**src/hw/rtl/assert_macros.svh**
```systemverilog
// Assertion macros shared by the bounding box normalizer modules.
`ifndef ASSERT_MACROS_SVH
`define ASSERT_MACROS_SVH

// The condition must hold at every clock edge outside reset.
`define ASSERT_ALWAYS(lbl, expr) \
  lbl: assert property (@(posedge clk) disable iff (!rst_n) (expr)) \
    else $error("assertion failed");

// The consequent must hold in the cycle after the antecedent.
`define ASSERT_NEXT(lbl, ante, cons) \
  lbl: assert property (@(posedge clk) disable iff (!rst_n) (ante) |=> (cons)) \
    else $error("assertion failed");

`endif

```
**src/hw/rtl/bbn_pkg.sv**
```systemverilog
// Shared constants, types and control structs of the bounding box normalizer.
package bbn_pkg;

  localparam int MAX_VERTICES = 64;
  localparam int COORD_WIDTH  = 16;
  localparam int ADDR_W       = (MAX_VERTICES > 1) ? $clog2(MAX_VERTICES) : 1;
  localparam int CNT_W        = $clog2(MAX_VERTICES + 1);
  localparam int STORE_W      = 3 * COORD_WIDTH;
  localparam int NORM_W       = 16;
  localparam int FRAC_BITS    = 14;
  localparam int Q_BITS       = FRAC_BITS + 1;
  localparam int STEP_W       = $clog2(Q_BITS);

  typedef logic signed [COORD_WIDTH-1:0] coord_t;
  typedef logic        [COORD_WIDTH-1:0] ext_t;
  typedef logic signed [NORM_W-1:0]      norm_t;

  localparam coord_t COORD_MAX = {1'b0, {(COORD_WIDTH-1){1'b1}}};
  localparam coord_t COORD_MIN = {1'b1, {(COORD_WIDTH-1){1'b0}}};

  typedef struct packed {
    logic upd;
    logic clr;
    logic start;
    logic step;
  } lane_ctrl_t;

  typedef struct packed {
    logic ext_load;
    logic out_load;
    logic out_last;
  } merge_ctrl_t;

endpackage

```
**src/hw/rtl/bbn_ram.sv**
```systemverilog
// Generic single-write, single-read RAM with registered read data.
module bbn_ram #(
  parameter int WIDTH = 8,
  parameter int DEPTH = 16
) (
  input  logic                                   clk,
  input  logic                                   we,
  input  logic [((DEPTH > 1) ? $clog2(DEPTH) : 1)-1:0] waddr,
  input  logic [WIDTH-1:0]                       wdata,
  input  logic [((DEPTH > 1) ? $clog2(DEPTH) : 1)-1:0] raddr,
  output logic [WIDTH-1:0]                       rdata
);

  logic [WIDTH-1:0] mem [DEPTH];
  logic [WIDTH-1:0] rdata_r;

  always_ff @(posedge clk) begin
    if (we) begin
      mem[waddr] <= wdata;
    end
    rdata_r <= mem[raddr];
  end

  assign rdata = rdata_r;

endmodule

```
**src/hw/rtl/bbn_lane.sv**
```systemverilog
// One axis lane: bounds tracking, centered numerator and restoring divider.
`include "assert_macros.svh"

module bbn_lane (
  input  logic                clk,
  input  logic                rst_n,
  input  bbn_pkg::lane_ctrl_t ctrl,
  input  bbn_pkg::coord_t     pos,
  input  bbn_pkg::coord_t     stored,
  input  bbn_pkg::ext_t       ext,
  output bbn_pkg::ext_t       axis_ext,
  output bbn_pkg::norm_t      norm
);

  localparam int W = bbn_pkg::COORD_WIDTH;
  localparam int Q = bbn_pkg::Q_BITS;

  bbn_pkg::coord_t min_r;
  bbn_pkg::coord_t max_r;
  bbn_pkg::coord_t min_nxt;
  bbn_pkg::coord_t max_nxt;

  logic         neg_r;
  logic [W:0]   rem_r;
  logic [Q-1:0] quo_r;

  logic [W:0]   span;
  logic [W+1:0] num;
  logic [W+1:0] mag;
  logic         ge;
  logic [W:0]   rem_sub;
  logic [bbn_pkg::NORM_W-1:0] quo_ext;

  always_comb begin
    min_nxt = min_r;
    max_nxt = max_r;
    if (ctrl.clr) begin
      min_nxt = bbn_pkg::COORD_MAX;
      max_nxt = bbn_pkg::COORD_MIN;
    end else if (ctrl.upd) begin
      if (pos < min_r) min_nxt = pos;
      if (pos > max_r) max_nxt = pos;
    end
  end

  always_ff @(posedge clk) begin
    if (!rst_n) begin
      min_r <= bbn_pkg::COORD_MAX;
      max_r <= bbn_pkg::COORD_MIN;
    end else begin
      min_r <= min_nxt;
      max_r <= max_nxt;
    end
  end

  assign span     = {max_r[W-1], max_r} - {min_r[W-1], min_r};
  assign axis_ext = span[W-1:0];

  // The centered value 2p - min - max never exceeds the extent in magnitude.
  assign num = {stored[W-1], stored, 1'b0}
             - {{2{min_r[W-1]}}, min_r}
             - {{2{max_r[W-1]}}, max_r};
  assign mag = num[W+1] ? (~num + 1'b1) : num;

  assign ge      = (rem_r >= {1'b0, ext});
  assign rem_sub = ge ? (rem_r - {1'b0, ext}) : rem_r;

  always_ff @(posedge clk) begin
    if (ctrl.start) begin
      neg_r <= num[W+1];
      rem_r <= mag[W:0];
      quo_r <= '0;
    end else if (ctrl.step) begin
      rem_r <= {rem_sub[W-1:0], 1'b0};
      quo_r <= {quo_r[Q-2:0], ge};
    end
  end

  assign quo_ext = {{(bbn_pkg::NORM_W-Q){1'b0}}, quo_r};
  assign norm    = neg_r ? -quo_ext : quo_ext;

  `ASSERT_ALWAYS(a_rem_below_twice_ext, !ctrl.step || (rem_r < {ext, 1'b0}))

endmodule

```
**src/hw/rtl/bbn_merge.sv**
```systemverilog
// Merging stage: largest extent across lanes and the result register.
module bbn_merge (
  input  logic                 clk,
  input  logic                 rst_n,
  input  bbn_pkg::merge_ctrl_t ctrl,
  input  bbn_pkg::ext_t        ext_x,
  input  bbn_pkg::ext_t        ext_y,
  input  bbn_pkg::ext_t        ext_z,
  input  bbn_pkg::norm_t       lane_x,
  input  bbn_pkg::norm_t       lane_y,
  input  bbn_pkg::norm_t       lane_z,
  output bbn_pkg::ext_t        ext,
  output logic                 degen,
  output logic                 out_valid,
  input  logic                 out_ready,
  output bbn_pkg::norm_t       out_norm_x,
  output bbn_pkg::norm_t       out_norm_y,
  output bbn_pkg::norm_t       out_norm_z,
  output logic                 out_degenerate,
  output logic                 out_last_out
);

  bbn_pkg::ext_t  ext_r;
  logic           degen_r;
  bbn_pkg::ext_t  ext_xy;
  bbn_pkg::ext_t  ext_max;
  logic           valid_r;
  bbn_pkg::norm_t nx_r;
  bbn_pkg::norm_t ny_r;
  bbn_pkg::norm_t nz_r;
  logic           dg_r;
  logic           last_r;

  assign ext_xy  = (ext_y > ext_x) ? ext_y : ext_x;
  assign ext_max = (ext_z > ext_xy) ? ext_z : ext_xy;

  always_ff @(posedge clk) begin
    if (ctrl.ext_load) begin
      ext_r   <= ext_max;
      degen_r <= (ext_max == '0);
    end
    if (ctrl.out_load) begin
      nx_r   <= degen_r ? '0 : lane_x;
      ny_r   <= degen_r ? '0 : lane_y;
      nz_r   <= degen_r ? '0 : lane_z;
      dg_r   <= degen_r;
      last_r <= ctrl.out_last;
    end
  end

  always_ff @(posedge clk) begin
    if (!rst_n) begin
      valid_r <= 1'b0;
    end else if (ctrl.out_load) begin
      valid_r <= 1'b1;
    end else if (out_ready) begin
      valid_r <= 1'b0;
    end
  end

  assign ext            = ext_r;
  assign degen          = degen_r;
  assign out_valid      = valid_r;
  assign out_norm_x     = nx_r;
  assign out_norm_y     = ny_r;
  assign out_norm_z     = nz_r;
  assign out_degenerate = dg_r;
  assign out_last_out   = last_r;

endmodule

```
**src/hw/rtl/bounding_box_normalizer_top.sv**
```systemverilog
// Top level of the bounding box normalizer: vertex store, sequencer, lanes and merge.
//
// Vertices load at one word per cycle into a 64-entry store while three axis lanes
// track the bounds; a vertex that arrives with the store full is dropped. After the
// word marked last, the S_EXT state picks the largest extent, then each stored
// vertex is emitted in load order: store read, numerator setup, 15 steps of the
// restoring divider in each lane, one quotient bit per step, and the push into
// the result register; the divider steps are skipped when the extent is zero.
// Input is refused during emission and taken again as soon as the final result
// sits in the result register, even while it still waits.
`include "assert_macros.svh"

module bounding_box_normalizer_top (
  input  logic                  clk,
  input  logic                  rst_n,
  input  logic                  in_valid,
  output logic                  in_ready,
  input  bbn_pkg::coord_t       in_pos_x,
  input  bbn_pkg::coord_t       in_pos_y,
  input  bbn_pkg::coord_t       in_pos_z,
  input  logic                  in_last_vertex,
  output logic                  out_valid,
  input  logic                  out_ready,
  output bbn_pkg::norm_t        out_norm_x,
  output bbn_pkg::norm_t        out_norm_y,
  output bbn_pkg::norm_t        out_norm_z,
  output logic                  out_degenerate,
  output logic                  out_last_out
);

  localparam int W = bbn_pkg::COORD_WIDTH;

  typedef enum logic [2:0] {
    S_LOAD,
    S_EXT,
    S_READ,
    S_START,
    S_DIV,
    S_PUSH
  } state_t;

  state_t                      state_r, state_nxt;
  logic [bbn_pkg::CNT_W-1:0]   count_r, count_nxt;
  logic [bbn_pkg::CNT_W-1:0]   idx_r, idx_nxt;
  logic [bbn_pkg::STEP_W-1:0]  step_r, step_nxt;

  bbn_pkg::lane_ctrl_t         lctrl;
  bbn_pkg::merge_ctrl_t        mctrl;

  logic                        accept;
  logic                        store_ok;
  logic                        we;
  logic                        is_last;
  logic [bbn_pkg::STORE_W-1:0] rdata;
  bbn_pkg::ext_t               ext_x, ext_y, ext_z, ext;
  bbn_pkg::norm_t              lane_x, lane_y, lane_z;
  logic                        degen;

  assign in_ready = (state_r == S_LOAD);
  assign accept   = in_valid && in_ready;
  assign store_ok = (count_r < bbn_pkg::CNT_W'(bbn_pkg::MAX_VERTICES));
  assign we       = accept && store_ok;
  assign is_last  = ((idx_r + bbn_pkg::CNT_W'(1)) == count_r);

  always_comb begin
    state_nxt      = state_r;
    count_nxt      = count_r;
    idx_nxt        = idx_r;
    step_nxt       = step_r;
    lctrl          = '0;
    mctrl          = '0;
    lctrl.upd      = we;
    unique case (state_r)
      S_LOAD: begin
        if (accept) begin
          if (store_ok) count_nxt = count_r + bbn_pkg::CNT_W'(1);
          if (in_last_vertex) state_nxt = S_EXT;
        end
      end
      S_EXT: begin
        mctrl.ext_load = 1'b1;
        idx_nxt        = '0;
        state_nxt      = S_READ;
      end
      S_READ: begin
        state_nxt = S_START;
      end
      S_START: begin
        lctrl.start = 1'b1;
        step_nxt    = '0;
        state_nxt   = degen ? S_PUSH : S_DIV;
      end
      S_DIV: begin
        lctrl.step = 1'b1;
        step_nxt   = step_r + bbn_pkg::STEP_W'(1);
        if (step_r == bbn_pkg::STEP_W'(bbn_pkg::Q_BITS - 1)) state_nxt = S_PUSH;
      end
      S_PUSH: begin
        if (!out_valid || out_ready) begin
          mctrl.out_load = 1'b1;
          mctrl.out_last = is_last;
          if (is_last) begin
            lctrl.clr = 1'b1;
            count_nxt = '0;
            state_nxt = S_LOAD;
          end else begin
            idx_nxt   = idx_r + bbn_pkg::CNT_W'(1);
            state_nxt = S_READ;
          end
        end
      end
      default: state_nxt = S_LOAD;
    endcase
  end

  always_ff @(posedge clk) begin
    if (!rst_n) begin
      state_r <= S_LOAD;
      count_r <= '0;
      idx_r   <= '0;
      step_r  <= '0;
    end else begin
      state_r <= state_nxt;
      count_r <= count_nxt;
      idx_r   <= idx_nxt;
      step_r  <= step_nxt;
    end
  end

  bbn_ram #(
    .WIDTH(bbn_pkg::STORE_W),
    .DEPTH(bbn_pkg::MAX_VERTICES)
  ) u_store (
    .clk  (clk),
    .we   (we),
    .waddr(count_r[bbn_pkg::ADDR_W-1:0]),
    .wdata({in_pos_z, in_pos_y, in_pos_x}),
    .raddr(idx_r[bbn_pkg::ADDR_W-1:0]),
    .rdata(rdata)
  );

  bbn_lane u_lane_x (
    .clk     (clk),
    .rst_n   (rst_n),
    .ctrl    (lctrl),
    .pos     (in_pos_x),
    .stored  (rdata[W-1:0]),
    .ext     (ext),
    .axis_ext(ext_x),
    .norm    (lane_x)
  );

  bbn_lane u_lane_y (
    .clk     (clk),
    .rst_n   (rst_n),
    .ctrl    (lctrl),
    .pos     (in_pos_y),
    .stored  (rdata[2*W-1:W]),
    .ext     (ext),
    .axis_ext(ext_y),
    .norm    (lane_y)
  );

  bbn_lane u_lane_z (
    .clk     (clk),
    .rst_n   (rst_n),
    .ctrl    (lctrl),
    .pos     (in_pos_z),
    .stored  (rdata[3*W-1:2*W]),
    .ext     (ext),
    .axis_ext(ext_z),
    .norm    (lane_z)
  );

  bbn_merge u_merge (
    .clk           (clk),
    .rst_n         (rst_n),
    .ctrl          (mctrl),
    .ext_x         (ext_x),
    .ext_y         (ext_y),
    .ext_z         (ext_z),
    .lane_x        (lane_x),
    .lane_y        (lane_y),
    .lane_z        (lane_z),
    .ext           (ext),
    .degen         (degen),
    .out_valid     (out_valid),
    .out_ready     (out_ready),
    .out_norm_x    (out_norm_x),
    .out_norm_y    (out_norm_y),
    .out_norm_z    (out_norm_z),
    .out_degenerate(out_degenerate),
    .out_last_out  (out_last_out)
  );

  `ASSERT_ALWAYS(a_idx_in_range, (state_r == S_LOAD) || (state_r == S_EXT) || (idx_r < count_r))
  `ASSERT_NEXT(a_final_clears, mctrl.out_load && mctrl.out_last, (count_r == '0) && in_ready)
  `ASSERT_ALWAYS(a_write_in_store, !we || (count_r < bbn_pkg::CNT_W'(bbn_pkg::MAX_VERTICES)))

endmodule

```
**config.mk**
```make
export PLATFORM = sky130hd
export DESIGN_NAME = bounding_box_normalizer_top
export DESIGN_NICKNAME = d
export VERILOG_FILES = /design/src/hw/rtl/bbn_pkg.sv /design/src/hw/rtl/bbn_ram.sv /design/src/hw/rtl/bbn_lane.sv /design/src/hw/rtl/bbn_merge.sv /design/src/hw/rtl/bounding_box_normalizer_top.sv
export VERILOG_INCLUDE_DIRS = /design/src /design/src/hw/rtl
export SDC_FILE = /design/constraint.sdc
export NUM_CORES = 2
export LEC_CHECK = 0
export ABC_AREA = 1
export BUFFER_PORTS_ARGS = -buffer_cell sky130_fd_sc_hd__buf_4
export CORE_MARGIN = 10
export CORE_UTILIZATION = 30
export CTS_CLUSTER_DIAMETER = 150
export DETAILED_ROUTE_END_ITERATION = 12
export SLEW_MARGIN = 20
export SYNTH_ARGS = -nofsm -noshare
export SYNTH_HDL_FRONTEND = slang
export SYNTH_SLANG_ARGS = --single-unit
```
**constraint.sdc**
```tcl
create_clock -name clk -period 5.99 [get_ports clk]
set_input_delay 0.2995 -clock clk [delete_from_list [all_inputs] [get_ports clk]]
set_output_delay 0.2995 -clock clk [all_outputs]
set_load 0.01 [all_outputs]
```
==> metrics.md <==
| Metric | Value |
|---|---|
| Highest ir drop seen on vdd | `322 µV` |
| Worst flop-to-flop path startpoint | `u_lane_x.max_r[2]$_SDFFE_PP0P_` |
| Total standard cell area after synthesis | `0.144 mm²` |
| Die extent in x | `713 µm` |
| Worst r2r path cells | `44` |
| Sequential area share after synthesis | `69.5%` |
| Number of sinks driven by the clock tree | `3404` |
| Total die area | `0.508 mm²` |
| I/O pins | `105` |
| Transition time of the tightest slew-check pin | `1.22 ns` |
| Max H-tree Level | `5` |
| Outcome | `complete, no violations` |
| Cell-internal power | `42100 µW` |
| Clock latency reported for the late side of the worst-skew pair | `0.99 ns` |
| Dominant combinational cell family by area after synthesis | `compound AO/OA/AOI/OAI gates` |
| Initial Util | `30.1%` |
| Register share of total power | `45.7%` |
| Die outline height | `713 µm` |
| Number of hold violations in the final report | `0` |
| Data required time at the worst endpoint | `6.80 ns` |
| Multiplexer share of the synthesized area | `0%` |
| Reported max-cap violation count | `0` |
| Ratio of final minimum period to clock period | `95.0%` |
| Primary FF master, synth | `sky130_fd_sc_hd__edfxtp_1` |
| R2R Path End | `u_merge.degen$_DFFE_PP_` |
| Number of input and output port buffers inserted | `104` |
| Post-synthesis compound-gate area fraction | `14.3%` |
| TritonCTS buffer count | `350` |
| Multi-input gate area in the final layout | `0.0403 mm²` |
| Post-synthesis instance total | `12000` |
| Number of inserted filler cells in the final layout | `46700` |
| Largest buffer count on any clock path | `4` |
| Switching share of power | `28.7%` |
| Final setup violating endpoints | `0` |
| Adder and majority gate portion of the synthesized area | `3.59%` |
| Via count of the first global-routing pass | `92600` |
| Crit path arrival time | `6.50 ns` |
| Post-layout total power | `59100 µW` |
| Post-synthesis xor/xnor area fraction | `0.821%` |
| Timing-limited maximum frequency | `176 MHz` |
| Post-synth net total | `12400` |
| Cell types occupying the most area after synthesis | `sky130_fd_sc_hd__edfxtp_1, sky130_fd_sc_hd__o21ai_0, sky130_fd_sc_hd__nor2_1` |
| Type of element capturing the critical path | `flip-flop` |
| Detailed-routed wire length on met3 | `42.6 mm` |
| Total global routing track utilization | `17.1%` |
| Path type of the worst setup path | `flip-flop to flip-flop` |
| Hold Path Origin | `in_pos_y[11]` |
| Dominant cell type by area after synthesis | `sky130_fd_sc_hd__edfxtp_1` |
| Initial antenna violation count | `34` |
| Placeable core area | `0.479 mm²` |
| Part of the total power dissipated in combinational logic | `18.5%` |
| Part of the power in the clock network | `35.8%` |
| Sum of overflow across all layers after global routing | `0` |
| Max FO, Critical Path | `8` |
| Slowest stage delay, CP | `0.34 ns` |
| Total via count after detailed routing | `99500` |
| Count of standard-cell rows | `254` |
| Wire length of the first global-routing pass | `656 mm` |
| Wire per inst | `24.5 µm` |
| Fraction of post-synthesis cell area in the top cell type by area | `66.6%` |
| Leading cell type by number of instances after synthesis | `sky130_fd_sc_hd__edfxtp_1` |
| DRT antenna net count | `0` |
| Worst clock skew | `0.0978 ns` |
| Class of the tightest hold or removal check | `input port to flip-flop` |
| Power density over the cells | `357 mW/mm²` |
| Metal-1 WL | `190 mm` |
| Maximum number of pins on one net before global-route repair | `180` |
| Kind of start point of the critical path | `flip-flop` |
| First-iteration detailed-routing DRC count | `12100` |
| Length of the first detailed-routing pass in iterations | `6` |
| Static Leakage | `0.0558 µW` |
| Basic-gate share of the synthesized area counting and, or, nand and nor cells | `8.56%` |
| CTS tree | `built` |
| Ratio of routed vias to standard cells | `5.32` |
| Area occupied by registers | `0.100 mm²` |
| Uppermost metal layer occupied by signal nets | `met5` |
| Critical Path Slowest Stage Cell | `sky130_fd_sc_hd__dfxtp_2` |
| Met2 layer wire length in the routed design | `209 mm` |
| Net count, final | `12500` |
| Number of enable flip-flop cells after synthesis | `3193` |
| Root buf cell | `sky130_fd_sc_hd__clkbuf_16` |
| Synth Register Bits | `3404` |
| Most frequent cells after synthesis | `sky130_fd_sc_hd__edfxtp_1, sky130_fd_sc_hd__nor2_1, sky130_fd_sc_hd__o21ai_0, sky130_fd_sc_hd__o22ai_1, sky130_fd_sc_hd__clkbuf_1` |
| Worst R2R Setup Slack | `0.30 ns` |
| End-of-flow core utilization | `34.6%` |
| Count of distinct cell types in the synthesized netlist | `64` |
| Worst max-slew margin expressed relative to the limit | `18.4%` |
| Total DRC errors in the routed layout | `0` |
| Reg clk slew, reported paths | `0.06 ns` |
| Share of synthesized registers carrying an async set or reset | `0%` |
| Hold EP | `u_store.mem[16][27]$_DFFE_PP_` |
| Number of synthesis warnings | `0` |
| Share of post-route cells with drive strength above 1 | `9.09%` |
| Layout-stage area growth over the synthesis result | `14.9%` |
| Count of cells along the worst hold path | `2` |
| Placed wire-length estimate | `257 mm` |
| Drt total wl | `459 mm` |
| Min cycle time layout | `5.69 ns` |
| GP Congestion | `0.863` |
| Synthesized area divided by synthesized cell count | `12.0 µm²` |
| Number of pins with negative max-slew slack in the final report | `0` |
| Power spent charging and discharging nets | `17000 µW` |
## state kept, by name (all words and copies together) (netlist names), 17 cells and up
register / flops
u_lane_z.rem_r: 17
u_lane_y.rem_r: 17
u_lane_x.rem_r: 17
u_store.rdata: 48
u_store.mem: 3072
## power groups by stage
stage | clock network, µW | logic, µW | registers (µW)
2_1_floorplan | 0 | 6650 | 27400
3_3_place_gp | 0 | 9810 | 27500
3_5_place_dp | 0 | 9860 | 27500
4_1_cts | 21400 | 9960 | 27000
5_1_grt | 22300 | 12100 | 27100
6_report | 21100 | 10900 | 27000
## cell families (layout without fill, tap and decap cells)
logic type	Yosys count	after routing
other	0	8
adders and majority gates	381	381
xor gates and xnor gates	135	135
buffers and inverters	1194	1520
DFF	3404	3404
and+or+nand+nor	3103	3105
AOI/OAI and AO/OA	3766	3766
## critical path: cells and delay by family, from the launching register on
family | cells | cell delay (ns)
compound gates | 6 | 0.87
xor+xnor | 1 | 0.23
fa+ha+maj | 3 | 0.72
buf+inv | 8 | 0.75
flops | 1 | 0.34
simple gates | 26 | 2.60
## layout make-up
cell class	count	share of cell area, %
tap	6400	4.84
clock inverter	191	0.959
multi-input combinational	7387	24.3
sequential	3404	60.5
antenna	8	0.0121
timing repair buffer	443	2.67
clock buffer	446	5.64
inverter	440	1.02
## worst max path at each step
stage                              startpoint  slack [ns]                       to
5_1_grt        u_lane_x.max_r[2]$_SDFFE_PP0P_       -0.09  u_merge.degen$_DFFE_PP_
3_5_place_dp   u_lane_y.max_r[4]$_SDFFE_PP0P_        0.03  u_merge.degen$_DFFE_PP_
4_1_cts        u_lane_x.max_r[4]$_SDFFE_PP0P_        0.04  u_merge.degen$_DFFE_PP_
2_1_floorplan  u_lane_x.max_r[8]$_SDFFE_PP0P_        0.77  u_merge.degen$_DFFE_PP_
6_report       u_lane_x.max_r[2]$_SDFFE_PP0P_        0.30  u_merge.degen$_DFFE_PP_
3_3_place_gp   u_lane_x.max_r[2]$_SDFFE_PP0P_       -0.05  u_merge.degen$_DFFE_PP_
## cell usage in the layout, fill, tap and decap left out, types with 12 or more instances in the layout
cell type	instances
sky130_fd_sc_hd__edfxtp_1	3193
sky130_fd_sc_hd__nor2_1	2217
sky130_fd_sc_hd__o21ai_0	2206
sky130_fd_sc_hd__o22ai_1	987
sky130_fd_sc_hd__nand2_1	457
sky130_fd_sc_hd__inv_1	403
sky130_fd_sc_hd__clkbuf_16	356
sky130_fd_sc_hd__a21oi_1	352
sky130_fd_sc_hd__buf_4	313
sky130_fd_sc_hd__ha_1	312
sky130_fd_sc_hd__dfxtp_1	198
sky130_fd_sc_hd__nand3_1	120
sky130_fd_sc_hd__xor2_1	83
sky130_fd_sc_hd__nor3_1	82
sky130_fd_sc_hd__clkbuf_1	81
sky130_fd_sc_hd__clkinv_1	80
sky130_fd_sc_hd__buf_12	76
sky130_fd_sc_hd__nor2_4	68
sky130_fd_sc_hd__o32ai_1	59
sky130_fd_sc_hd__clkinv_2	58
sky130_fd_sc_hd__fa_1	52
sky130_fd_sc_hd__xnor2_1	48
sky130_fd_sc_hd__dlygate4sd3_1	47
sky130_fd_sc_hd__nand4_1	44
sky130_fd_sc_hd__o211ai_1	41
sky130_fd_sc_hd__nand2_2	29
sky130_fd_sc_hd__inv_2	29
sky130_fd_sc_hd__o21ai_1	28
sky130_fd_sc_hd__nand3_2	18
sky130_fd_sc_hd__bufinv_16	18
sky130_fd_sc_hd__o21bai_1	16
sky130_fd_sc_hd__nor2_2	12
## through the flow
| stage | worst slack [ns] | TNS [ns] | instances | cell area (µm²) | hold WS (ns) |
|---|---|---|---|---|---|
| floorplan | 0.766 | 0 | 12000 | 144000 | 0.398 |
| global placement | -0.0455 | -0.0455 | 18000 | 153000 | 0.439 |
| detailed placement | 0.0293 | 0 | 18000 | 153000 | 0.442 |
| CTS | 0.0354 | 0 | 18700 | 165000 | 0.0212 |
| global route | -0.0880 | -0.0880 | 18700 | 165000 | 0.0618 |
| finish | 0.298 | 0 | 18700 | 165000 | 0.0624 |
## repair_timing
item                       CTS  global route
hold buffers                47             0
pin swaps                    1            58
setup buffers                0            28
cloned                       0             2
setup endpoints to repair    1            17
hold endpoints to repair   875             0
resized for setup            1           109
## metal layers
| layer | global-route usage (%) | vias to the layer above |
|---|---|---|
| met3 | 3.19 | 884 |
| met1 | 23.3 | 49800 |
| met4 | 6.22 | 12 |
| met2 | 27.3 | 4652 |
| met5 | 0 | - |
| li1 | - | 44200 |
(Power assumes the default switching activity.)
